<file path="src/sv/bsc_pkg.sv">
`timescale 1ns / 1ps
`default_nettype none

package bsc_pkg;

  // Field and datapath widths.
  localparam int DW   = 24;  // raw conversion word
  localparam int CW   = 16;  // calibration word
  localparam int DTW  = 25;  // temperature difference dT
  localparam int PW   = 42;  // dT times a calibration word
  localparam int SQW  = 50;  // dT squared
  localparam int TW   = 20;  // internal temperature
  localparam int T2W  = 18;  // second-order temperature term
  localparam int SQ2W = 40;  // square of a temperature distance
  localparam int OW   = 40;  // offset and sensitivity
  localparam int LOW_W = 20; // low slice of the sensitivity for the split multiply
  localparam int PLW  = 44;  // low partial product
  localparam int PHW  = 45;  // high partial product
  localparam int MW   = 64;  // full pressure product
  localparam int QW   = 44;  // scaled product minus offset
  localparam int TOUT = 19;  // output temperature
  localparam int POUT = 32;  // output pressure
  localparam int BW   = 2;   // correction band
  localparam int IDXW = 3;   // configuration index

  // Configuration register indexes.
  localparam logic [IDXW-1:0] CFG_C1 = 3'd0;
  localparam logic [IDXW-1:0] CFG_C2 = 3'd1;
  localparam logic [IDXW-1:0] CFG_C3 = 3'd2;
  localparam logic [IDXW-1:0] CFG_C4 = 3'd3;
  localparam logic [IDXW-1:0] CFG_C5 = 3'd4;
  localparam logic [IDXW-1:0] CFG_C6 = 3'd5;

  // Correction band codes.
  localparam logic [BW-1:0] BAND_NONE = 2'd0;
  localparam logic [BW-1:0] BAND_LOW  = 2'd1;
  localparam logic [BW-1:0] BAND_VLOW = 2'd2;

  // Temperature thresholds in hundredths of a degree.
  localparam logic signed [TW-1:0] TEMP_REF      = 20'sd2000;
  localparam logic signed [TW-1:0] TEMP_VLOW     = -20'sd1500;
  localparam logic signed [TW-1:0] TEMP_VLOW_OFS = 20'sd1500;

  // Pressure saturation limits.
  localparam logic [POUT-1:0] PRES_MAX = 32'h7FFF_FFFF;
  localparam logic [POUT-1:0] PRES_MIN = 32'h8000_0000;

  typedef struct packed {
    logic [CW-1:0] c1;
    logic [CW-1:0] c2;
    logic [CW-1:0] c3;
    logic [CW-1:0] c4;
    logic [CW-1:0] c5;
    logic [CW-1:0] c6;
  } bsc_cal_t;

  // First-order results handed to the correction stages.
  typedef struct packed {
    logic                 valid;
    logic [DW-1:0]        d1;
    logic signed [TW-1:0] temp;
    logic [T2W-1:0]       t2;
    logic signed [OW-1:0] off;
    logic signed [OW-1:0] sens;
  } bsc_first_t;

  // Corrected results handed to the pressure stages.
  typedef struct packed {
    logic                 valid;
    logic [DW-1:0]        d1;
    logic signed [TW-1:0] temp;
    logic [BW-1:0]        band;
    logic signed [OW-1:0] off;
    logic signed [OW-1:0] sens;
  } bsc_corr_t;

endpackage

`default_nettype wire

</file>
<file path="src/sv/bsc_front.sv">
`timescale 1ns / 1ps
`default_nettype none

module bsc_front
  import bsc_pkg::*;
(
  input  wire logic          clk,
  input  wire logic          rst_n,
  input  wire logic          in_take,
  input  wire logic [DW-1:0] in_d1,
  input  wire logic [DW-1:0] in_d2,
  input  wire bsc_cal_t      cal,
  output bsc_first_t         first
);

  // Stage 1: temperature difference.
  logic                  v1_r;
  logic [DW-1:0]         d1_1_r;
  logic signed [DTW-1:0] dt_r;
  logic signed [DTW-1:0] dt_nxt;

  // Stage 2: products of dT.
  logic                  v2_r;
  logic [DW-1:0]         d1_2_r;
  logic signed [PW-1:0]  p6_r, p4_r, p3_r;
  logic signed [PW-1:0]  p6_nxt, p4_nxt, p3_nxt;
  logic signed [SQW-1:0] sq_r, sq_nxt;

  // Stage 3: first-order temperature, offset and sensitivity.
  logic                  v3_r;
  logic [DW-1:0]         d1_3_r;
  logic signed [TW-1:0]  temp_r, temp_nxt;
  logic [T2W-1:0]        t2_r, t2_nxt;
  logic signed [OW-1:0]  off_r, off_nxt;
  logic signed [OW-1:0]  sens_r, sens_nxt;

  always_comb begin
    dt_nxt = $signed({1'b0, in_d2}) - $signed({1'b0, cal.c5, 8'b0});
    p6_nxt = PW'(dt_r) * PW'($signed({1'b0, cal.c6}));
    p4_nxt = PW'(dt_r) * PW'($signed({1'b0, cal.c4}));
    p3_nxt = PW'(dt_r) * PW'($signed({1'b0, cal.c3}));
    sq_nxt = SQW'(dt_r) * SQW'(dt_r);
    temp_nxt = TEMP_REF + TW'(p6_r >>> 23);
    off_nxt  = $signed({8'b0, cal.c2, 16'b0}) + OW'(p4_r >>> 7);
    sens_nxt = $signed({9'b0, cal.c1, 15'b0}) + OW'(p3_r >>> 8);
    // The square is never negative, so the floor shift is a plain slice.
    t2_nxt = sq_r[48:31];
  end

  always_ff @(posedge clk) begin
    if (!rst_n) begin
      v1_r <= 1'b0;
      v2_r <= 1'b0;
      v3_r <= 1'b0;
    end else begin
      v1_r <= in_take;
      v2_r <= v1_r;
      v3_r <= v2_r;
    end
  end

  always_ff @(posedge clk) begin
    d1_1_r <= in_d1;
    dt_r   <= dt_nxt;
    d1_2_r <= d1_1_r;
    p6_r   <= p6_nxt;
    p4_r   <= p4_nxt;
    p3_r   <= p3_nxt;
    sq_r   <= sq_nxt;
    d1_3_r <= d1_2_r;
    temp_r <= temp_nxt;
    t2_r   <= t2_nxt;
    off_r  <= off_nxt;
    sens_r <= sens_nxt;
  end

  always_comb begin
    first.valid = v3_r;
    first.d1    = d1_3_r;
    first.temp  = temp_r;
    first.t2    = t2_r;
    first.off   = off_r;
    first.sens  = sens_r;
  end

endmodule

`default_nettype wire

</file>
<file path="config.mk">
export PLATFORM = sky130hd
export DESIGN_NAME = bsc_front
export DESIGN_NICKNAME = d
export VERILOG_FILES = /design/src/sv/bsc_pkg.sv /design/src/sv/bsc_front.sv
export SDC_FILE = /design/constraint.sdc
export NUM_CORES = 2
export LEC_CHECK = 0
export BUFFER_PORTS_ARGS = -buffer_cell sky130_fd_sc_hd__buf_2
export CORE_MARGIN = 2
export CORE_UTILIZATION = 65
export DETAILED_ROUTE_END_ITERATION = 10
export PLACE_DENSITY = 0.81
export RECOVER_POWER = 25
export SETUP_SLACK_MARGIN = 0.5
export SYNTH_ARGS = -nofsm -noshare
export SYNTH_HDL_FRONTEND = slang
export SYNTH_SLANG_ARGS = --single-unit
</file>
<file path="constraint.sdc">
create_clock -name clk -period 22.5 [get_ports clk]
set_clock_uncertainty 0.15 [all_clocks]
set_input_delay 1.125 -clock clk [delete_from_list [all_inputs] [get_ports clk]]
set_output_delay 1.125 -clock clk [all_outputs]
set_load 0.01 [all_outputs]
</file>
Word-level counts from Yosys, hierarchy flattened
Index checks and enable logic that the tools add are counted.
{"block": "totals", "regBits": 384, "wordCells": 23}
{"block": "op_classes", "add_sub_neg": 4, "n_mul": 4}
{"cell": "multiplier 25 x 17 -> 42 bit", "count": 3}
{"cell": "multiplier 25 x 25 -> 49 bit", "count": 1}
{"cell": "adder 33 x 35 -> 36 bit", "count": 1}
{"cell": "adder 32 x 34 -> 35 bit", "count": 1}
{"cell": "subtractor 24 x 24 -> 25 bit", "count": 1}
{"cell": "adder 12 x 19 -> 20 bit (first input constant)", "count": 1}

Longest topological paths before layout
{"block": "depth", "ltp_word": 1, "ltp_mapped": 29, "ltp_nobuf": 27}

Worst setup path after synthesis
Ideal clock, no wire load.
{"block": "synth_timing", "kind": "register to register", "from": "register dt_r[2]", "to": "register sq_r[45]", "n_path_buf": 3, "setup_time_ns": 0.122, "arrival_time_ns": 7.242, "path_stages_with_launch": 30, "setup_slack_ns": 14.986, "cell_sequence": "dfxtp_1 > clkbuf_1 > clkbuf_1 > clkbuf_1 > nand2_1 > fa_1 > inv_1 > fa_1 > inv_1 > fa_1 > inv_1 > fa_1 > inv_1 > fa_1 > inv_1 > fa_1 > inv_1 > fa_1 > inv_1 > ha_1 > a21o_1 > a21o_1 > a211o_1 > or2_2 > o211ai_1 > nand2_1 > a21o_1 > o22ai_1 > nor2b_1 > o32a_1"}
{"block": "synth_via", "elab_chain_cells": 1}
{"element": "from (decl)", "line": "bsc_front.sv:19", "rtl": "logic signed [DTW-1:0] dt_r;"}
{"element": "from (signal assigned)", "line": "bsc_front.sv:64", "rtl": "dt_r <= dt_nxt;"}
{"element": "multiplier 25 x 25 -> 49 bit", "line": "bsc_front.sv:42", "rtl": "sq_nxt = SQW'(dt_r) * SQW'(dt_r);"}
{"element": "net sq_nxt[45]", "line": "bsc_front.sv:27", "rtl": "logic signed [SQW-1:0] sq_r, sq_nxt;"}
{"element": "to (signal assigned)", "line": "bsc_front.sv:69", "rtl": "sq_r <= sq_nxt;"}
{"element": "to (decl)", "line": "bsc_front.sv:27"}
The timed path passes the listed nets, and every way through them passes these cells.
A chain may end at the register's enable or synchronous reset.

Worst setup path after layout
{"block": "layout_timing", "from": "register dt_r[12]", "to": "register sq_r[45]"}
Same word-level chain as after synthesis.

==> out/results.ini <==
[timing]
drv_slew = 0
min_period_ns = 8.90
finalCritPeriodShare_pct = 39.6
grt_setup_unrepaired = false
fmax_mhz = 112
slew_headroom_pct = 34.8
setup-violations-final = 0
hold_violations = 0
tightest_slew_ns = 0.979
fin_tns_setup_ns = 0

[placement]
place.port_buffers = 289
dp_hpwl_mm = 128
gp_congestion = 0.895

[synth]
seq_area_frac_synth_pct = 9.05
synthArstFlopShare_pct = 0
syn_inst = 7329
syn_nets = 9745
synth_edf_count = 0
synth.top_cell.area_share_pct = 50.8
avgSynthCellArea_sq_um = 9.51
ys_ff_latch = 315
synthDistinctLibCells = 64
syn_area_sq_um = 69700
yosys-top-cells-area = fa_1 51%, inv_1 11%, dfxtp_1 9.0%, ha_1 9.0%, and2_1 5.4%
synth_area_leader_cell = fa_1
ys_dominant_reg_cell = dfxtp_1
synth-warning-count = 0

[floorplanning]
row_count = 120
io-pin-count = 290
die_w_microns = 331
core_sq_um = 107000
dieArea_sq_um = 110000
die_y_microns = 331
start_util_pct = 65.3

[grt]
grt_start_max_net_pins = 74
track_usage_pct = 31.2
grt_pass1_vias = 54500
antenna_found_initial = 11
grt_overflow_total = 0
grt_pass1_wl_mm = 274

[clocking]
path_clk_slew_ns = 0.06
postCtsHoldBufs = 0
clk_latency_ns = 0.62
cts_resized = 0
cts_root_buffer = clkbuf_16
cts_buffers = 37
h-tree-depth = 2
clockBufferDepth = 3
tritoncts = built
cts.sinks = 315
cts_setup_buffers = 0

[worst_setup_path]
slowest_stage = dfxtp_2
worst_r2r_path_depth = 28
crit_type = reg -> reg
worstPathRequired_ns = 22.84
slowest_delay_ns = 0.93
critPathCaptureType = flip-flop
arrival_ns = 9.24
timing.critical_path.mode_cell = inv_1
critPathLaunchType = flip-flop
crit_fanout = 39

[status]
status = complete, no violations

[cells_and_area]
syn2layout_area_growth_pct = 5.27
layout_commonest_cell = inv_1
fin_nets = 9798
layout-drive-gt1-share_pct = 5.83
mostFrequentLayoutCells = 2,009 x inv_1, 1,767 x fa_1, 945 x nand2_1

[route]
drc = 0
ant_nets = 0
via_per_inst = 5.43
routedWlPerCell_microns = 18.2
firstDrtPassIters = 7
first_iter_violations = 3100
wl_mm = 161
num_vias = 47900

[min_path]
hold_path_class = reg -> reg
hold_path_depth = 0

[flow_run]
max_cap_viol_count = 0

metrics by stage:
| step | area [sq um] | hold slack (ns) | setup WS, ns | util (%) | cells |
|---|---|---|---|---|---|
| after floorplan | 69700 | 0.160 | 14.99 | - | 7329 |
| after global placement | 72000 | 0.160 | 13.75 | 67.4 | 8746 |
| after detailed placement | 72000 | 0.162 | 13.70 | 67.4 | 8746 |
| after CTS | 73300 | 0.159 | 13.70 | 68.7 | 8814 |
| after global routing | 73300 | 0.159 | 13.25 | 68.7 | 8819 |
| final | 73400 | 0.159 | 13.60 | 68.7 | 8823 |
path summary, 6_finish.rpt:
path / from / to / slack [ns]
max reg2reg: dt_r[12] / sq_r[45] / 13.60
min: p4_r[19] / off_r[12] / 0.16
max: dt_r[12] / sq_r[45] / 13.60
min reg2reg: p4_r[19] / off_r[12] / 0.16
critical path, delay by kind of cell (launching register included):
family / cells / cell delay (ns)
fa+ha+maj: 8 / 3.75
buf+inv: 9 / 1.04
compound gates: 7 / 2.00
simple gates: 4 / 0.90
flops: 1 / 0.93
cells by family after synthesis:
kind of cell	share of synthesized area, %
muxes	0.0287
and+or+nand+nor	13.0
xor gates and xnor gates	2.33
AOI/OAI and AO/OA	3.26
buffers and inverters	12.6
DFF	9.05
adders and majority gates	59.8
registers in the layout, summed over array words and instances (netlist names), 18 cells and up:
| name | flops |
|---|---|
| d1_2_r | 24 |
| sq_r | 18 |
| temp_r | 20 |
| p4_r | 35 |
| d1_3_r | 24 |
| sens_r | 35 |
| dt_r | 25 |
| t2_r | 18 |
| p3_r | 34 |
| off_r | 36 |
| p6_r | 19 |
| d1_1_r | 24 |
final cells by class:
class	instances	area [sq um]
multi-input combinational	4691	54600
fill	7985	33400
inverter	2009	7540
sequential	315	6340
tap	1403	1760
timing repair buffer	328	1740
clock buffer	46	1000
clock inverter	22	340
antenna	9	22.5
cells in the mapped netlist, types with 24 or more instances:
library cell / instances
a21oi_1: 96
nand2_1: 945
nor3_1: 37
inv_1: 2009
fa_1: 1767
o21ai_0: 62
ha_1: 502
and2_1: 607
nor2_1: 144
dfxtp_1: 315
o21a_1: 24
nor2b_1: 42
xor2_1: 54
xnor2_1: 131
a21o_1: 48
clkbuf_1: 304
per-layer routing:
| layer | vias to the layer above | global-route usage, % | part of all wire (%) |
|---|---|---|---|
| met5 | - | 0 | 0.037 |
| met4 | 10 | 12.3 | 4.3 |
| met3 | 443 | 5.04 | 7.9 |
| met2 | 1977 | 53.7 | 50 |
| met1 | 24400 | 39.6 | 37 |
| li1 | 21000 | - | - |
Power is not shown: default switching activity piles up to over one toggle a cycle in this logic, so the estimate is an artifact.
