===== src/sv/bsc_pkg.sv =====
`timescale 1ns / 1ps
`default_nettype none

package bsc_pkg;

  // Field and datapath widths.
  localparam int DW   = 24;  // raw conversion word
  localparam int CW   = 16;  // calibration word
  localparam int DTW  = 25;  // temperature difference dT
  localparam int PW   = 42;  // dT times a calibration word
  localparam int SQW  = 50;  // dT squared
  localparam int TW   = 20;  // internal temperature
  localparam int T2W  = 18;  // second-order temperature term
  localparam int SQ2W = 40;  // square of a temperature distance
  localparam int OW   = 40;  // offset and sensitivity
  localparam int LOW_W = 20; // low slice of the sensitivity for the split multiply
  localparam int PLW  = 44;  // low partial product
  localparam int PHW  = 45;  // high partial product
  localparam int MW   = 64;  // full pressure product
  localparam int QW   = 44;  // scaled product minus offset
  localparam int TOUT = 19;  // output temperature
  localparam int POUT = 32;  // output pressure
  localparam int BW   = 2;   // correction band
  localparam int IDXW = 3;   // configuration index

  // Configuration register indexes.
  localparam logic [IDXW-1:0] CFG_C1 = 3'd0;
  localparam logic [IDXW-1:0] CFG_C2 = 3'd1;
  localparam logic [IDXW-1:0] CFG_C3 = 3'd2;
  localparam logic [IDXW-1:0] CFG_C4 = 3'd3;
  localparam logic [IDXW-1:0] CFG_C5 = 3'd4;
  localparam logic [IDXW-1:0] CFG_C6 = 3'd5;

  // Correction band codes.
  localparam logic [BW-1:0] BAND_NONE = 2'd0;
  localparam logic [BW-1:0] BAND_LOW  = 2'd1;
  localparam logic [BW-1:0] BAND_VLOW = 2'd2;

  // Temperature thresholds in hundredths of a degree.
  localparam logic signed [TW-1:0] TEMP_REF      = 20'sd2000;
  localparam logic signed [TW-1:0] TEMP_VLOW     = -20'sd1500;
  localparam logic signed [TW-1:0] TEMP_VLOW_OFS = 20'sd1500;

  // Pressure saturation limits.
  localparam logic [POUT-1:0] PRES_MAX = 32'h7FFF_FFFF;
  localparam logic [POUT-1:0] PRES_MIN = 32'h8000_0000;

  typedef struct packed {
    logic [CW-1:0] c1;
    logic [CW-1:0] c2;
    logic [CW-1:0] c3;
    logic [CW-1:0] c4;
    logic [CW-1:0] c5;
    logic [CW-1:0] c6;
  } bsc_cal_t;

  // First-order results handed to the correction stages.
  typedef struct packed {
    logic                 valid;
    logic [DW-1:0]        d1;
    logic signed [TW-1:0] temp;
    logic [T2W-1:0]       t2;
    logic signed [OW-1:0] off;
    logic signed [OW-1:0] sens;
  } bsc_first_t;

  // Corrected results handed to the pressure stages.
  typedef struct packed {
    logic                 valid;
    logic [DW-1:0]        d1;
    logic signed [TW-1:0] temp;
    logic [BW-1:0]        band;
    logic signed [OW-1:0] off;
    logic signed [OW-1:0] sens;
  } bsc_corr_t;

endpackage

`default_nettype wire


===== src/sv/bsc_corr.sv =====
`timescale 1ns / 1ps
`default_nettype none

module bsc_corr
  import bsc_pkg::*;
(
  input  wire logic       clk,
  input  wire logic       rst_n,
  input  wire bsc_first_t first,
  output bsc_corr_t       corr
);

  logic signed [TW-1:0] temp_in;
  logic signed [TW-1:0] dist_a, dist_b;

  // Stage 4: band decision and squared distances.
  logic                 v4_r;
  logic [DW-1:0]        d1_4_r;
  logic signed [TW-1:0] temp4_r;
  logic [T2W-1:0]       t2_4_r;
  logic signed [OW-1:0] off4_r, sens4_r;
  logic [BW-1:0]        band4_r, band_nxt;
  logic [SQ2W-1:0]      aa_r, aa_nxt;
  logic [SQ2W-1:0]      bb_r, bb_nxt;

  // Stage 5: correction terms and corrected temperature.
  logic                 v5_r;
  logic [DW-1:0]        d1_5_r;
  logic signed [TW-1:0] temp5_r, temp5_nxt;
  logic signed [OW-1:0] off5_r, sens5_r;
  logic [BW-1:0]        band5_r;
  logic [OW-1:0]        off2_r, off2_nxt;
  logic [OW-1:0]        sens2_r, sens2_nxt;
  logic [SQ2W-1:0]      aa5, bb7, bb11;

  // Stage 6: corrected offset and sensitivity.
  logic                 v6_r;
  logic [DW-1:0]        d1_6_r;
  logic signed [TW-1:0] temp6_r;
  logic [BW-1:0]        band6_r;
  logic signed [OW-1:0] off6_r, off6_nxt;
  logic signed [OW-1:0] sens6_r, sens6_nxt;

  always_comb begin
    temp_in = first.temp;
    dist_a  = temp_in - TEMP_REF;
    dist_b  = temp_in + TEMP_VLOW_OFS;
    aa_nxt  = SQ2W'(dist_a) * SQ2W'(dist_a);
    bb_nxt  = SQ2W'(dist_b) * SQ2W'(dist_b);
    priority if (temp_in < TEMP_VLOW) begin
      band_nxt = BAND_VLOW;
    end else if (temp_in < TEMP_REF) begin
      band_nxt = BAND_LOW;
    end else begin
      band_nxt = BAND_NONE;
    end
  end

  always_comb begin
    aa5  = aa_r * 40'd5;
    bb7  = bb_r * 40'd7;
    bb11 = bb_r * 40'd11;
    off2_nxt  = '0;
    sens2_nxt = '0;
    temp5_nxt = temp4_r;
    // Each halving or quartering is floored on its own term.
    if (band4_r != BAND_NONE) begin
      off2_nxt  = {1'b0, aa5[SQ2W-1:1]};
      sens2_nxt = {2'b0, aa5[SQ2W-1:2]};
      temp5_nxt = temp4_r - $signed({2'b0, t2_4_r});
    end
    if (band4_r == BAND_VLOW) begin
      off2_nxt  = off2_nxt + bb7;
      sens2_nxt = sens2_nxt + {1'b0, bb11[SQ2W-1:1]};
    end
  end

  always_comb begin
    off6_nxt  = off5_r - $signed(off2_r);
    sens6_nxt = sens5_r - $signed(sens2_r);
  end

  always_ff @(posedge clk) begin
    if (!rst_n) begin
      v4_r <= 1'b0;
      v5_r <= 1'b0;
      v6_r <= 1'b0;
    end else begin
      v4_r <= first.valid;
      v5_r <= v4_r;
      v6_r <= v5_r;
    end
  end

  always_ff @(posedge clk) begin
    d1_4_r  <= first.d1;
    temp4_r <= temp_in;
    t2_4_r  <= first.t2;
    off4_r  <= first.off;
    sens4_r <= first.sens;
    band4_r <= band_nxt;
    aa_r    <= aa_nxt;
    bb_r    <= bb_nxt;

    d1_5_r  <= d1_4_r;
    temp5_r <= temp5_nxt;
    off5_r  <= off4_r;
    sens5_r <= sens4_r;
    band5_r <= band4_r;
    off2_r  <= off2_nxt;
    sens2_r <= sens2_nxt;

    d1_6_r  <= d1_5_r;
    temp6_r <= temp5_r;
    band6_r <= band5_r;
    off6_r  <= off6_nxt;
    sens6_r <= sens6_nxt;
  end

  always_comb begin
    corr.valid = v6_r;
    corr.d1    = d1_6_r;
    corr.temp  = temp6_r;
    corr.band  = band6_r;
    corr.off   = off6_r;
    corr.sens  = sens6_r;
  end

endmodule

`default_nettype wire


===== config.mk =====
export PLATFORM = sky130hd
export DESIGN_NAME = bsc_corr
export DESIGN_NICKNAME = d
export VERILOG_FILES = /design/src/sv/bsc_pkg.sv /design/src/sv/bsc_corr.sv
export SDC_FILE = /design/constraint.sdc
export NUM_CORES = 2
export LEC_CHECK = 0
export BUFFER_PORTS_ARGS = -buffer_cell sky130_fd_sc_hd__buf_4
export CAP_MARGIN = 20
export CORE_AREA = 3 3 296 298
export DETAILED_ROUTE_END_ITERATION = 12
export DIE_AREA = 0 0 299 301
export PLACE_DENSITY = 0.83
export SLEW_MARGIN = 20
export SYNTH_ARGS = -nofsm -noshare
export SYNTH_HDL_FRONTEND = slang
export SYNTH_SLANG_ARGS = --single-unit

===== constraint.sdc =====
create_clock -name clk -period 30.2 [get_ports clk]
set_input_delay 6.04 -clock clk [delete_from_list [all_inputs] [get_ports clk]]
set_output_delay 6.04 -clock clk [all_outputs]
set_load 0.05 [all_outputs]

; After elaboration in Yosys (flattened, before gate mapping)
; Cells that the tools add are included.
[classes]
magnitude_cmp = 2
mux = 6
mul = 5
add_sub_neg = 7
n_eq_ne = 1
n_reduce_logical = 1
[ops]
columns = operator, n
row1 = multiplier 20 x 20 -> 40 bit, 2
row2 = multiplier 40 x 3 -> 40 bit (second input constant), 2
row3 = 2-to-1 mux 40 bit, 2
row4 = subtractor 40 bit, 2
row5 = adder 40 x 39 -> 40 bit, 1
row6 = adder 40 bit, 1
row7 = < comparator 20 x 12 -> 1 bit (second input constant), 2
row8 = multiplier 40 x 4 -> 40 bit (second input constant), 1
row9 = 2-to-1 mux 39 bit, 1
row10 = 2-to-1 mux 38 bit, 1
row11 = adder 20 x 12 -> 20 bit (second input constant), 1
row12 = 2-to-1 mux 20 bit, 1
row13 = subtractor 20 x 12 -> 20 bit (second input constant), 1
row14 = subtractor 20 x 19 -> 20 bit, 1
row15 = == test 2 bit (second input constant), 1
row16 = nonzero test 2 bit, 1
row17 = 2-to-1 mux 1 bit, 1
[totals]
word_cells = 45
output_inout_bits = 127
input_bits = 145
regBits = 559

; Depth between registers and ports, before layout
[logic_depth]
depth_word = 4
depth_mapped = 38
mapped_depth_nobuf = 36

; Least setup slack after synthesis
; No wires, ideal clock.
[synth_timing]
path_type = input to register
from = input first[102] (netlist name)
to = register aa_r[39]
slack_ns = 15.796
n_path_buf = 3
required_time_ns = 30.076
cell_stages = 34
t_arrival_ns = 14.280
setup_ns = 0.124
path_cell_list = inv_1 clkbuf_1 ha_1 inv_1 and3_1 and3_1 a2111oi_0 xnor2_1 inv_1 clkbuf_1 nand2_1 fa_1 inv_1 fa_1 inv_1 fa_1 inv_1 fa_1 fa_1 fa_1 inv_1 fa_1 inv_1 ha_1 clkbuf_1 nand4_1 a2111oi_0 o21ai_1 a21oi_1 nor2_1 o41ai_1 a211o_1 a311oi_1 xnor2_1
[synth_via]
elab_chain_len = 2
[synth_lines]
columns = item, line_no
row1 = from (decl), bsc_corr.sv:9  ; input wire bsc_first_t first,
row2 = subtractor 20 x 12 -> 20 bit, bsc_corr.sv:46  ; dist_a = temp_in - TEMP_REF;
row3 = multiplier 20 x 20 -> 40 bit, bsc_corr.sv:48  ; aa_nxt = SQ2W'(dist_a) * SQ2W'(dist_a);
row4 = net aa_nxt[39], bsc_corr.sv:23  ; logic [SQ2W-1:0] aa_r, aa_nxt;
row5 = to (signal assigned), bsc_corr.sv:102  ; aa_r <= aa_nxt;
row6 = to (decl), bsc_corr.sv:23
; The timed path passes the listed nets, and every way through them passes these cells.
; A chain may end at the register's enable or synchronous reset.

; Final worst setup path
[layout_timing]
from = input first[100] (netlist name)
to = register bb_r[39]
[layout_via]
elab_chain_len = 2
[layout_lines]
columns = item, line_no
row1 = adder 20 x 12 -> 20 bit, bsc_corr.sv:47  ; dist_b = temp_in + TEMP_VLOW_OFS;
row2 = multiplier 20 x 20 -> 40 bit, bsc_corr.sv:49  ; bb_nxt = SQ2W'(dist_b) * SQ2W'(dist_b);
row3 = net bb_nxt[39], bsc_corr.sv:24  ; logic [SQ2W-1:0] bb_r, bb_nxt;
row4 = to (signal assigned), bsc_corr.sv:103  ; bb_r <= bb_nxt;
row5 = to (decl), bsc_corr.sv:24
; The timed path passes the listed nets, and every way through them passes these cells.

==> impl_metrics.json <==
{
  "wl_um": 136000,
  "cap_violations": 0,
  "status": "finished clean",
  "grt_pass1_vias": 44100,
  "drc_errors": 0,
  "final_common_cell": "inv_1",
  "critPathMaxFanout": 30,
  "hp-class": "reg -> reg",
  "placed_area_sq_mm": 0.0586,
  "portBuffers": 271,
  "start_util_pct": 65.0,
  "crit_buf_inv": 9,
  "fin_area_sq_mm": 0.0605,
  "synth_top_area_share_pct": 31.9,
  "ctsHoldBuffers": 0,
  "post_cts.resized_instances": 0,
  "vias": 40700,
  "worstSkewPairLatency_ps": 690,
  "placedCellCount": 7126,
  "vias_per_cell": 5.62,
  "cts_sinks": 554,
  "max_freq_ghz": 0.0649,
  "numCtsBuffers": 56,
  "yosys.area.top_type": "fa_1",
  "yosys-top-cells-area": "fa_1, dfxtp_1, ha_1, inv_1, xnor2_1",
  "grt_start_max_net_pins": 64,
  "ys_ff_latch": 554,
  "die_w_um": 299,
  "cts_tree": "done",
  "path_common_cell": "fa_1",
  "slowest_delay_ps": 540,
  "setup_viol": 0,
  "drv_slew": 0,
  "netlist_area_sq_mm": 0.0553,
  "grt_overflow": 0,
  "tightest_slew_ps": 1140,
  "finalClockSkew_ps": 40.4,
  "antenna_found_initial": 2,
  "fin_cells": 7231,
  "crit_path_end_kind": "flip-flop",
  "gp_congestion": 0.960,
  "grt_pass1_wl_um": 222000,
  "worst_ep_required_time_ps": 30750,
  "grt.total_usage_pct": 31.0,
  "hold_viol": 0,
  "wire_per_inst_um": 18.8,
  "first_pass_iters": 6,
  "fillCellCount": 6117,
  "path_clk_slew_ps": 70,
  "io_pins": 272,
  "syn_avg_cell_area_sq_um": 9.56,
  "synthCells": 5785,
  "nNetsFinal": 7606,
  "synth_edf_count": 0,
  "layout-drive-gt1-share_pct": 7.71,
  "synth_warnings": 0,
  "final_antenna_net_count": 0,
  "crit_family": "adder cells",
  "die_h_um": 301,
  "cp.arrival_ps": 15950,
  "slowest_stage": "xor2_1",
  "postLayoutCoreUtil_pct": 71.0,
  "yosysSeqAreaShare_pct": 20.0,
  "die_area_sq_mm": 0.0900,
  "rsz0062_at_grt": "no",
  "root_buffer": "clkbuf_16",
  "worstSetupPathType": "in -> reg",
  "cp-start-kind": "primary input",
  "syn_to_final_growth_pct": 9.29,
  "cts.path.max_buffers": 3,
  "synth_cell_types": 101,
  "dp_hpwl_um": 110000,
  "finalCriticalPeriod_ps": 15400,
  "ys.flop_type": "dfxtp_1",
  "rows": 107,
  "period_share_pct": 51.0,
  "core_sq_mm": 0.0851,
  "synth-async-reset-ratio_pct": 0,
  "tns_ps": 0,
  "htree_num_levels": 2,
  "mostFrequentLayoutCells": "inv_1, fa_1, dfxtp_1, ha_1, nand2_1",
  "relSlewSlack_pct": 23.9,
  "drt-initial-drc-count": 2662,
  "cts_setup_buffers": 0
}
## cell type report
cell class,instances,area (sq um),area share (%)
flip-flops and latches,554,11100,18.3
diodes,2,5.00,0.00828
clock buffers,74,1560,2.58
repair buffers,296,2220,3.68
well taps,1144,1430,2.37
multi-input cells,3833,39000,64.5
clock inverters,29,285,0.472
inverters,1299,4880,8.06
## synthesized netlist by cell type, drive strengths merged (50+ instances only)
cell	count
xor2	112
dfxtp	554
xnor2	236
nand2b	60
o21a	52
o21ai	185
nor2	308
nand2	380
fa	881
a21o	163
ha	540
a21oi	274
and2	104
nor3	50
clkbuf	90
inv	1292
nand3	53
## worst paths after layout
kind | from | endpoint | slack (ps) | depth (start not counted)
setup / recovery | first[100] | bb_r[39]$_DFF_P_ | 14800 | 35
setup reg to reg | bb_r[0]$_DFF_P_ | off2_r[37]$_DFF_P_ | 23670 | 25
hold / removal | temp5_r[13]$_DFF_P_ | temp6_r[13]$_DFF_P_ | 320 | 0
hold reg to reg | temp5_r[13]$_DFF_P_ | temp6_r[13]$_DFF_P_ | 320 | 0
## flip-flops by register name, indices dropped and copies added (netlist names)
name	cells
sens4_r	40
off6_r	40
aa_r	37
temp5_r	20
off4_r	40
off2_r	40
d1_4_r	24
v6_r	1
band5_r	2
temp6_r	20
v5_r	1
off5_r	40
bb_r	39
sens6_r	40
v4_r	1
temp4_r	19
sens5_r	40
band4_r	2
sens2_r	40
t2_4_r	18
band6_r	2
d1_6_r	24
d1_5_r	24
## stage by stage
stage               worst slack, ps  hold slack, ps
global placement              14580             310
floorplan                     15800             310
detailed placement            14230             312
global route                  14290             330
finish                        14800             318
CTS                           14880             323
## kinds of logic (layout without fill, tap and decap cells)
kind of cell / Yosys count / in the layout / synth area share [%]
adder cells (fa/ha/maj): 1421 / 1421 / 44.1
XOR/XNOR: 348 / 348 / 5.55
multiplexers: 4 / 4 / 0.0724
flip-flops: 554 / 554 / 20.0
buffers and inverters: 1401 / 1698 / 9.57
other: 1 / 6 / 0.00678
AO/OA/AOI/OAI: 920 / 920 / 11.0
AND/OR/NAND/NOR: 1136 / 1136 / 9.67
## worst reg2reg max path: stages, from the launching register on
cell      delay (ps)
dfxtp_1          630
ha_1             310
ha_1             190
a31o_2           180
a21oi_1           90
a21oi_1          370
a32oi_1          200
o21ai_1          280
a21oi_1          190
o21ai_0          290
a31oi_1          160
xnor2_1          430
and2_1           250
fa_1             430
ha_1             340
inv_1            120
o21bai_1          80
a21o_1           180
a21oi_1          210
o21ai_0          160
or3_1            360
o211ai_1         350
nand3b_1         150
a21oi_1          210
xnor2_1           90
a22o_1           200
## per-layer routing
metal	track usage, %	share of wire [%]	up-vias
met5	0	0.013	-
met2	53.9	49	1690
met3	5.73	7.7	456
met1	37.9	39	19900
met4	13.4	4.9	2
li1	-	-	18700
Power is left out: the tool's default activity adds up to more than one toggle a clock period on the data nets, which glitch-free logic cannot reach.
