File: src/sv/bsc_pkg.sv
`timescale 1ns / 1ps
`default_nettype none

package bsc_pkg;

  // Field and datapath widths.
  localparam int DW   = 24;  // raw conversion word
  localparam int CW   = 16;  // calibration word
  localparam int DTW  = 25;  // temperature difference dT
  localparam int PW   = 42;  // dT times a calibration word
  localparam int SQW  = 50;  // dT squared
  localparam int TW   = 20;  // internal temperature
  localparam int T2W  = 18;  // second-order temperature term
  localparam int SQ2W = 40;  // square of a temperature distance
  localparam int OW   = 40;  // offset and sensitivity
  localparam int LOW_W = 20; // low slice of the sensitivity for the split multiply
  localparam int PLW  = 44;  // low partial product
  localparam int PHW  = 45;  // high partial product
  localparam int MW   = 64;  // full pressure product
  localparam int QW   = 44;  // scaled product minus offset
  localparam int TOUT = 19;  // output temperature
  localparam int POUT = 32;  // output pressure
  localparam int BW   = 2;   // correction band
  localparam int IDXW = 3;   // configuration index

  // Configuration register indexes.
  localparam logic [IDXW-1:0] CFG_C1 = 3'd0;
  localparam logic [IDXW-1:0] CFG_C2 = 3'd1;
  localparam logic [IDXW-1:0] CFG_C3 = 3'd2;
  localparam logic [IDXW-1:0] CFG_C4 = 3'd3;
  localparam logic [IDXW-1:0] CFG_C5 = 3'd4;
  localparam logic [IDXW-1:0] CFG_C6 = 3'd5;

  // Correction band codes.
  localparam logic [BW-1:0] BAND_NONE = 2'd0;
  localparam logic [BW-1:0] BAND_LOW  = 2'd1;
  localparam logic [BW-1:0] BAND_VLOW = 2'd2;

  // Temperature thresholds in hundredths of a degree.
  localparam logic signed [TW-1:0] TEMP_REF      = 20'sd2000;
  localparam logic signed [TW-1:0] TEMP_VLOW     = -20'sd1500;
  localparam logic signed [TW-1:0] TEMP_VLOW_OFS = 20'sd1500;

  // Pressure saturation limits.
  localparam logic [POUT-1:0] PRES_MAX = 32'h7FFF_FFFF;
  localparam logic [POUT-1:0] PRES_MIN = 32'h8000_0000;

  typedef struct packed {
    logic [CW-1:0] c1;
    logic [CW-1:0] c2;
    logic [CW-1:0] c3;
    logic [CW-1:0] c4;
    logic [CW-1:0] c5;
    logic [CW-1:0] c6;
  } bsc_cal_t;

  // First-order results handed to the correction stages.
  typedef struct packed {
    logic                 valid;
    logic [DW-1:0]        d1;
    logic signed [TW-1:0] temp;
    logic [T2W-1:0]       t2;
    logic signed [OW-1:0] off;
    logic signed [OW-1:0] sens;
  } bsc_first_t;

  // Corrected results handed to the pressure stages.
  typedef struct packed {
    logic                 valid;
    logic [DW-1:0]        d1;
    logic signed [TW-1:0] temp;
    logic [BW-1:0]        band;
    logic signed [OW-1:0] off;
    logic signed [OW-1:0] sens;
  } bsc_corr_t;

endpackage

`default_nettype wire

File: src/sv/bsc_pres.sv
`timescale 1ns / 1ps
`default_nettype none

module bsc_pres
  import bsc_pkg::*;
(
  input  wire logic         clk,
  input  wire logic         rst_n,
  input  wire bsc_corr_t    corr,
  output logic              res_valid,
  output logic [TOUT-1:0]   res_temp,
  output logic [POUT-1:0]   res_pres,
  output logic [BW-1:0]     res_band
);

  // Stage 7: the D1 times SENS product as two partial products.
  logic                    v7_r;
  logic signed [TW-1:0]    temp7_r;
  logic [BW-1:0]           band7_r;
  logic signed [OW-1:0]    off7_r;
  logic [PLW-1:0]          pl_r, pl_nxt;
  logic signed [PHW-1:0]   ph_r, ph_nxt;
  logic signed [OW-LOW_W-1:0] sens_hi;

  // Stage 8: full product.
  logic                    v8_r;
  logic signed [TW-1:0]    temp8_r;
  logic [BW-1:0]           band8_r;
  logic signed [OW-1:0]    off8_r;
  logic signed [MW-1:0]    prod_r, prod_nxt;

  // Stage 9: scaled product minus offset.
  logic                    v9_r;
  logic signed [TW-1:0]    temp9_r;
  logic [BW-1:0]           band9_r;
  logic signed [QW-1:0]    q_r, q_nxt;

  // Stage 10: output word.
  logic                    v10_r;
  logic [TOUT-1:0]         temp10_r;
  logic [BW-1:0]           band10_r;
  logic [POUT-1:0]         pres_r, pres_nxt;
  logic signed [QW-1:0]    scaled;
  logic                    sat_hi, sat_lo;

  always_comb begin
    sens_hi = corr.sens[OW-1:LOW_W];
    pl_nxt  = PLW'(corr.d1) * PLW'(corr.sens[LOW_W-1:0]);
    ph_nxt  = PHW'($signed({1'b0, corr.d1})) * PHW'(sens_hi);
    // The true product fits 64 signed bits, so wrapping here is harmless.
    prod_nxt = (MW'(ph_r) <<< LOW_W) + $signed({20'b0, pl_r});
    q_nxt    = QW'(prod_r >>> 21) - QW'(off8_r);
    scaled   = q_r >>> 15;
    sat_hi   = !scaled[QW-1] && (|scaled[QW-2:POUT-1]);
    sat_lo   = scaled[QW-1] && !(&scaled[QW-2:POUT-1]);
    priority if (sat_hi) begin
      pres_nxt = PRES_MAX;
    end else if (sat_lo) begin
      pres_nxt = PRES_MIN;
    end else begin
      pres_nxt = scaled[POUT-1:0];
    end
  end

  always_ff @(posedge clk) begin
    if (!rst_n) begin
      v7_r  <= 1'b0;
      v8_r  <= 1'b0;
      v9_r  <= 1'b0;
      v10_r <= 1'b0;
    end else begin
      v7_r  <= corr.valid;
      v8_r  <= v7_r;
      v9_r  <= v8_r;
      v10_r <= v9_r;
    end
  end

  always_ff @(posedge clk) begin
    temp7_r  <= corr.temp;
    band7_r  <= corr.band;
    off7_r   <= corr.off;
    pl_r     <= pl_nxt;
    ph_r     <= ph_nxt;

    temp8_r  <= temp7_r;
    band8_r  <= band7_r;
    off8_r   <= off7_r;
    prod_r   <= prod_nxt;

    temp9_r  <= temp8_r;
    band9_r  <= band8_r;
    q_r      <= q_nxt;

    temp10_r <= temp9_r[TOUT-1:0];
    band10_r <= band9_r;
    pres_r   <= pres_nxt;
  end

  assign res_valid = v10_r;
  assign res_temp  = temp10_r;
  assign res_pres  = pres_r;
  assign res_band  = band10_r;

endmodule

`default_nettype wire

File: config.mk
export PLATFORM = sky130hd
export DESIGN_NAME = bsc_pres
export DESIGN_NICKNAME = d
export VERILOG_FILES = /design/src/sv/bsc_pkg.sv /design/src/sv/bsc_pres.sv
export SDC_FILE = /design/constraint.sdc
export NUM_CORES = 2
export LEC_CHECK = 0
export ABC_AREA = 1
export BUFFER_PORTS_ARGS = -buffer_cell sky130_fd_sc_hd__buf_2
export CORE_UTILIZATION = 59
export DETAILED_ROUTE_END_ITERATION = 10
export HOLD_SLACK_MARGIN = 0.05
export PLACE_DENSITY = 0.84
export SLEW_MARGIN = 10
export SYNTH_ARGS = -nofsm -noshare
export SYNTH_HDL_FRONTEND = slang
export SYNTH_SLANG_ARGS = --single-unit
File: constraint.sdc
create_clock -name clk -period 6.69 [get_ports clk]
set_clock_uncertainty 0.1 [all_clocks]
set_input_delay 1.338 -clock clk [delete_from_list [all_inputs] [get_ports clk]]
set_output_delay 1.338 -clock clk [all_outputs]
set_load 0.01 [all_outputs]
# Word-level counts from Yosys, hierarchy flattened
# Index checks and enable logic that the tools add are counted.
word_totals:
  register_bits: 393
  out_inout_bits: 54
classes:
  n_addsub: 2
  multipliers: 2
ops:
  columns: ["cell", "n"]
  rows:
  - ["64-bit by 45-bit adder with 64-bit output", 1]
  - ["24-bit by 20-bit multiplier with 44-bit output", 1]
  - ["25-bit by 20-bit multiplier with 44-bit output", 1]
  - ["43-bit by 40-bit subtractor with 44-bit output", 1]

# Longest topological paths before layout
logic_depth:
  ltp_word: 1
  mapped_depth: 28
  mapped_depth_nobuf: 27

# Least setup slack after synthesis
# OpenSTA, ideal clock, no wires.
synth_timing:
  kind: "input-to-reg"
  start: "in corr[5] (netlist name)"
  end: "reg pl_r[40]"
  path_buffers: 1
  slack_ns: -0.097
  setup_time_ns: 0.113
  arrival_time_ns: 6.574
  stages: 24
  cell_sequence: "clkbuf_1 nand2_1 fa_1 inv_1 fa_1 inv_1 fa_1 inv_1 fa_1 fa_1 fa_1 inv_1 fa_1 inv_1 ha_1 nand2_1 nor2_1 inv_1 nor2_1 inv_1 nor3_1 nand3_1 nand4_1 nand2_1"
synth_via:
  elab_chain_len: 1
synth_lines:
  columns: ["element", "line_no", "source"]
  rows:
  - ["start, declared", "bsc_pres.sv:9", "input wire bsc_corr_t corr,"]
  - ["24-bit by 20-bit multiplier with 44-bit output", "bsc_pres.sv:48", "pl_nxt = PLW'(corr.d1) * PLW'(corr.sens[LOW_W-1:0]);"]
  - ["via pl_nxt[40]", "bsc_pres.sv:21", "logic [PLW-1:0] pl_r, pl_nxt;"]
  - ["end signal, assigned", "bsc_pres.sv:83", "pl_r <= pl_nxt;"]
  - ["end, declared", "bsc_pres.sv:21", null]
# The timed path passes the listed nets, and every way through them passes these cells.
# A chain may end at the register's enable or synchronous reset.

# Worst setup path in the final report
layout_timing:
  start: "in corr[39] (netlist name)"
  end: "reg ph_r[41]"
layout_via:
  elab_chain_len: 1
layout_lines:
  columns: ["element", "line_no", "source"]
  rows:
  - ["25-bit by 20-bit multiplier with 44-bit output", "bsc_pres.sv:49", "ph_nxt = PHW'($signed({1'b0, corr.d1})) * PHW'(sens_hi);"]
  - ["via ph_nxt[41]", "bsc_pres.sv:22", "logic signed [PHW-1:0] ph_r, ph_nxt;"]
  - ["end signal, assigned", "bsc_pres.sv:84", "ph_r <= ph_nxt;"]
  - ["end, declared", "bsc_pres.sv:22", null]
# The timed path passes the listed nets, and every way through them passes these cells.

==> out/results.md <==
| Result | Reported | Unit |
| --- | --- | --- |
| Outcome | finished with violations | - |
| Failing checks | design-rule violations | - |
| Die Y | 279 | µm |
| Area grow syn2layout | 14.6 | % |
| Layout cells sized above 1 | 12.3 | % |
| Dominant cell type by count on the critical path | sky130_fd_sc_hd__fa_1 | - |
| Instance area after placement | 0.0500 | mm² |
| Register bit total from synthesis | 337 | - |
| Slew Viols, Final | 0 | - |
| Number of hold buffers added after cts | 0 | - |
| Initial core utilization | 59.6 | % |
| Minimum clock period | 6.62 | ns |
| Synth async-reset ratio | 0 | % |
| Final period utilization | 99.0 | % |
| Path depth of the worst reg2reg path | 8 | - |
| 1st-iter DRT viols | 3,110 | - |
| Most frequent cells after synthesis | 1,597 x sky130_fd_sc_hd__inv_1, 1,558 x sky130_fd_sc_hd__nand2_1, 785 x sky130_fd_sc_hd__fa_1 | - |
| Wire length of the first global-routing pass | 199 | mm |
| Proportion of synthesized chip area in sequential cells | 14.9 | % |
| Synth top area cells | sky130_fd_sc_hd__fa_1 35%, sky130_fd_sc_hd__dfxtp_1 15%, sky130_fd_sc_hd__inv_1 13% | - |
| Smallest setup slack after layout | 0.0655 | ns |
| Worst path buffer plus inverter count | 6 | - |
| Syn Area/Cell | 7.74 | µm² |
| Startpoint Class | primary input | - |
| Pin count of the biggest net entering global routing | 24 | - |
| Worst rel slew slack | 64.0 | % |
| Final HPWL from detailed placement | 104 | mm |
| Buffer cell driving the clock tree root | sky130_fd_sc_hd__clkbuf_16 | - |
| DRC violation count after routing | 1 | - |
| Via density per instance | 5.24 | - |
| Count of flip-flops with a built-in enable after synthesis | 0 | - |
| Avg WL per Cell | 16.6 | µm |
| Maximum level of the CTS H-tree | 1 | - |
| Total negative slack | 0 | ns |
| Pre-CTS setup slack | -0.815 | ns |
| Clock Sinks | 337 | - |
| Clk buf depth | 3 | - |
| Required time of the worst setup path | 7.07 | ns |
| Clock insertion delay at the later pin of the skew report | 0.58 | ns |
| Boundary Pins | 183 | - |
| Highest-delay cell along the critical path | sky130_fd_sc_hd__fa_1 | - |
| Largest fanout on the critical path | 8 | - |
| Routed wire length | 121 | mm |
| Final net count | 7,593 | - |
| Detail Route Antenna Nets | 0 | - |
| Delay of the slowest critical-path stage | 0.57 | ns |
| Worst-margin pin slew | 0.539 | ns |
| Core area | 0.0758 | mm² |
| Synth Net Count | 7,144 | - |
| Most common cell in the netlist | sky130_fd_sc_hd__inv_1 | - |
| Overflow left after global routing | 0 | - |
| Leading register cell type out of synthesis | sky130_fd_sc_hd__dfxtp_1 | - |
| Unique cell type count in the Yosys netlist | 47 | - |
| Count of port buffers added during placement | 181 | - |
| Aggregate global-route resource usage | 32.1 | % |
| Fmax | 0.151 | GHz |
| Full die area | 0.0777 | mm² |
| Top-area cell type share of the netlist area | 34.8 | % |
| Row Count | 101 | - |
| Number of global-route vias before repair | 40,400 | - |
| Signal arrival time at the worst endpoint | 7.01 | ns |
| TritonRoute pass-1 iters | 11 | - |
| Antenna violations before repair | 4 | - |
| Width of the die | 279 | µm |
| CTS clock-pin slew for the worst setup and hold paths | 0.07 | ns |
| Finish-stage setup viols | 0 | - |
| Max-Cap Viols | 0 | - |
| TritonCTS buffer count | 30 | - |
| Leading area contributor after synthesis | sky130_fd_sc_hd__fa_1 | - |
| Netlist area before placement | 0.0452 | mm² |
| Synthesized instance count | 5,838 | - |
| Number of endpoints with negative hold slack in the final report | 0 | - |
| Number of warnings issued by yosys | 0 | - |
| Cell count of the worst hold path | 0 | - |
| CTS tree | yes | - |
| Ordered list of cells on the worst path | buf_2, clkinvlp_4, buf_4, nor2_1, fa_1, fa_1, fa_1, fa_1, fa_1, fa_1, inv_1, fa_1, inv_1, ha_1, nand2_1, nor2_1, buf_4, a21oi_1, nand3_2, nand2_1, nand2_1, nand2_1, nand2_1 | - |
| DR vias | 38,200 | - |
| Unrepaired setup endpoints after global routing | true | - |
| Critical path class | in2reg | - |
| Total stage count of the critical path | 23 | - |
| Non-Filler Cell Area, Final | 0.0518 | mm² |
| Placer congestion estimate | 0.995 | - |
| Critical Path Sink Type | register | - |
| Crit path max-delay family | adder cells | - |
| Type of the most critical hold path | reg2reg | - |
[worst reg2reg max path, delay by kind of cell (launching register included)]
family          cells  cell delay [ns]
flops               1             0.35
buf+inv             1             0.07
simple gates        2             0.22
fa+ha+maj           1             0.47
xor+xnor            1             0.19
compound gates      3             0.85
[final cells by class]
cell class	instances	area, µm²
inverter	1599	6010
tap	978	1220
multi-input combinational	3722	32200
timing repair buffer	597	4490
clock inverter	16	251
sequential	337	6750
antenna	2	5.00
fill	5909	24100
clock buffer	40	858
[final timing paths]
path | from | to | slack, ns
setup / recovery | corr[39] | ph_r[41] | 0.07
hold / removal | off7_r[29] | off8_r[29] | 0.22
setup reg to reg | pl_r[21] | prod_r[46] | 4.36
hold reg to reg | off7_r[29] | off8_r[29] | 0.22
[cells in the final DEF, fill, tap and decap left out, types with 18 or more instances in the layout]
master and n:
sky130_fd_sc_hd__nor2_2 25, sky130_fd_sc_hd__nand4_1 34, sky130_fd_sc_hd__buf_12 25, sky130_fd_sc_hd__buf_4 386, sky130_fd_sc_hd__a21oi_2 20, sky130_fd_sc_hd__fa_1 783
sky130_fd_sc_hd__a21o_1 21, sky130_fd_sc_hd__nand3_1 116, sky130_fd_sc_hd__nor2_1 257, sky130_fd_sc_hd__dfxtp_1 337, sky130_fd_sc_hd__inv_1 1596, sky130_fd_sc_hd__xnor2_1 18
sky130_fd_sc_hd__a21oi_1 169, sky130_fd_sc_hd__xor2_1 71, sky130_fd_sc_hd__nand2_1 1550, sky130_fd_sc_hd__o21ai_0 93, sky130_fd_sc_hd__nor3_1 30, sky130_fd_sc_hd__ha_1 379
sky130_fd_sc_hd__buf_2 156, sky130_fd_sc_hd__clkbuf_16 30, sky130_fd_sc_hd__o21a_1 18
[cells by family after synthesis]
logic type	after synthesis	synth area share (%)
AND/OR/NAND/NOR	2076	18.2
buffers and inverters	1779	14.8
flip-flops	337	14.9
XOR/XNOR	90	1.74
AO/OA/AOI/OAI	379	4.68
adder cells (fa/ha/maj)	1177	45.6
[sequential cells by signal (all words and copies together) (netlist names), 19 cells and up]
signal,cells
temp7_r,19
temp9_r,19
res_pres,29
pl_r,24
q_r,29
res_temp,19
ph_r,44
temp8_r,19
off8_r,40
prod_r,43
off7_r,40
[metal layers]
layer | global-route usage [%] | routed length [µm] | vias to the layer above | part of all wire [%]
met3 | 5.10 | 11400 | 351 | 9.4
li1 | - | - | 17800 | -
met4 | 13.3 | 5330 | 6 | 4.4
met5 | 0 | 41 | - | 0.034
met1 | 41.3 | 47300 | 18200 | 39
met2 | 54.1 | 57300 | 1803 | 47
[metrics by stage]
step | cells | hold slack [ns] | util (%)
finish | 7291 | 0.223 | 68.3
global route | 7290 | 0.231 | 68.3
CTS | 7286 | 0.226 | 67.5
detailed placement | 7230 | 0.212 | 66.0
global placement | 7230 | 0.210 | 66.0
floorplan | 5838 | 0.210 | -
[timing repair]
action                                  4_1_cts  5_1_grt
endpoints found under the setup margin       44       52
pin swaps                                     0       24
gates resized for setup                      12      153
setup buffers                                 0        3
Power is not shown: default switching activity piles up to over one toggle a cycle in this logic, so the estimate is an artifact.
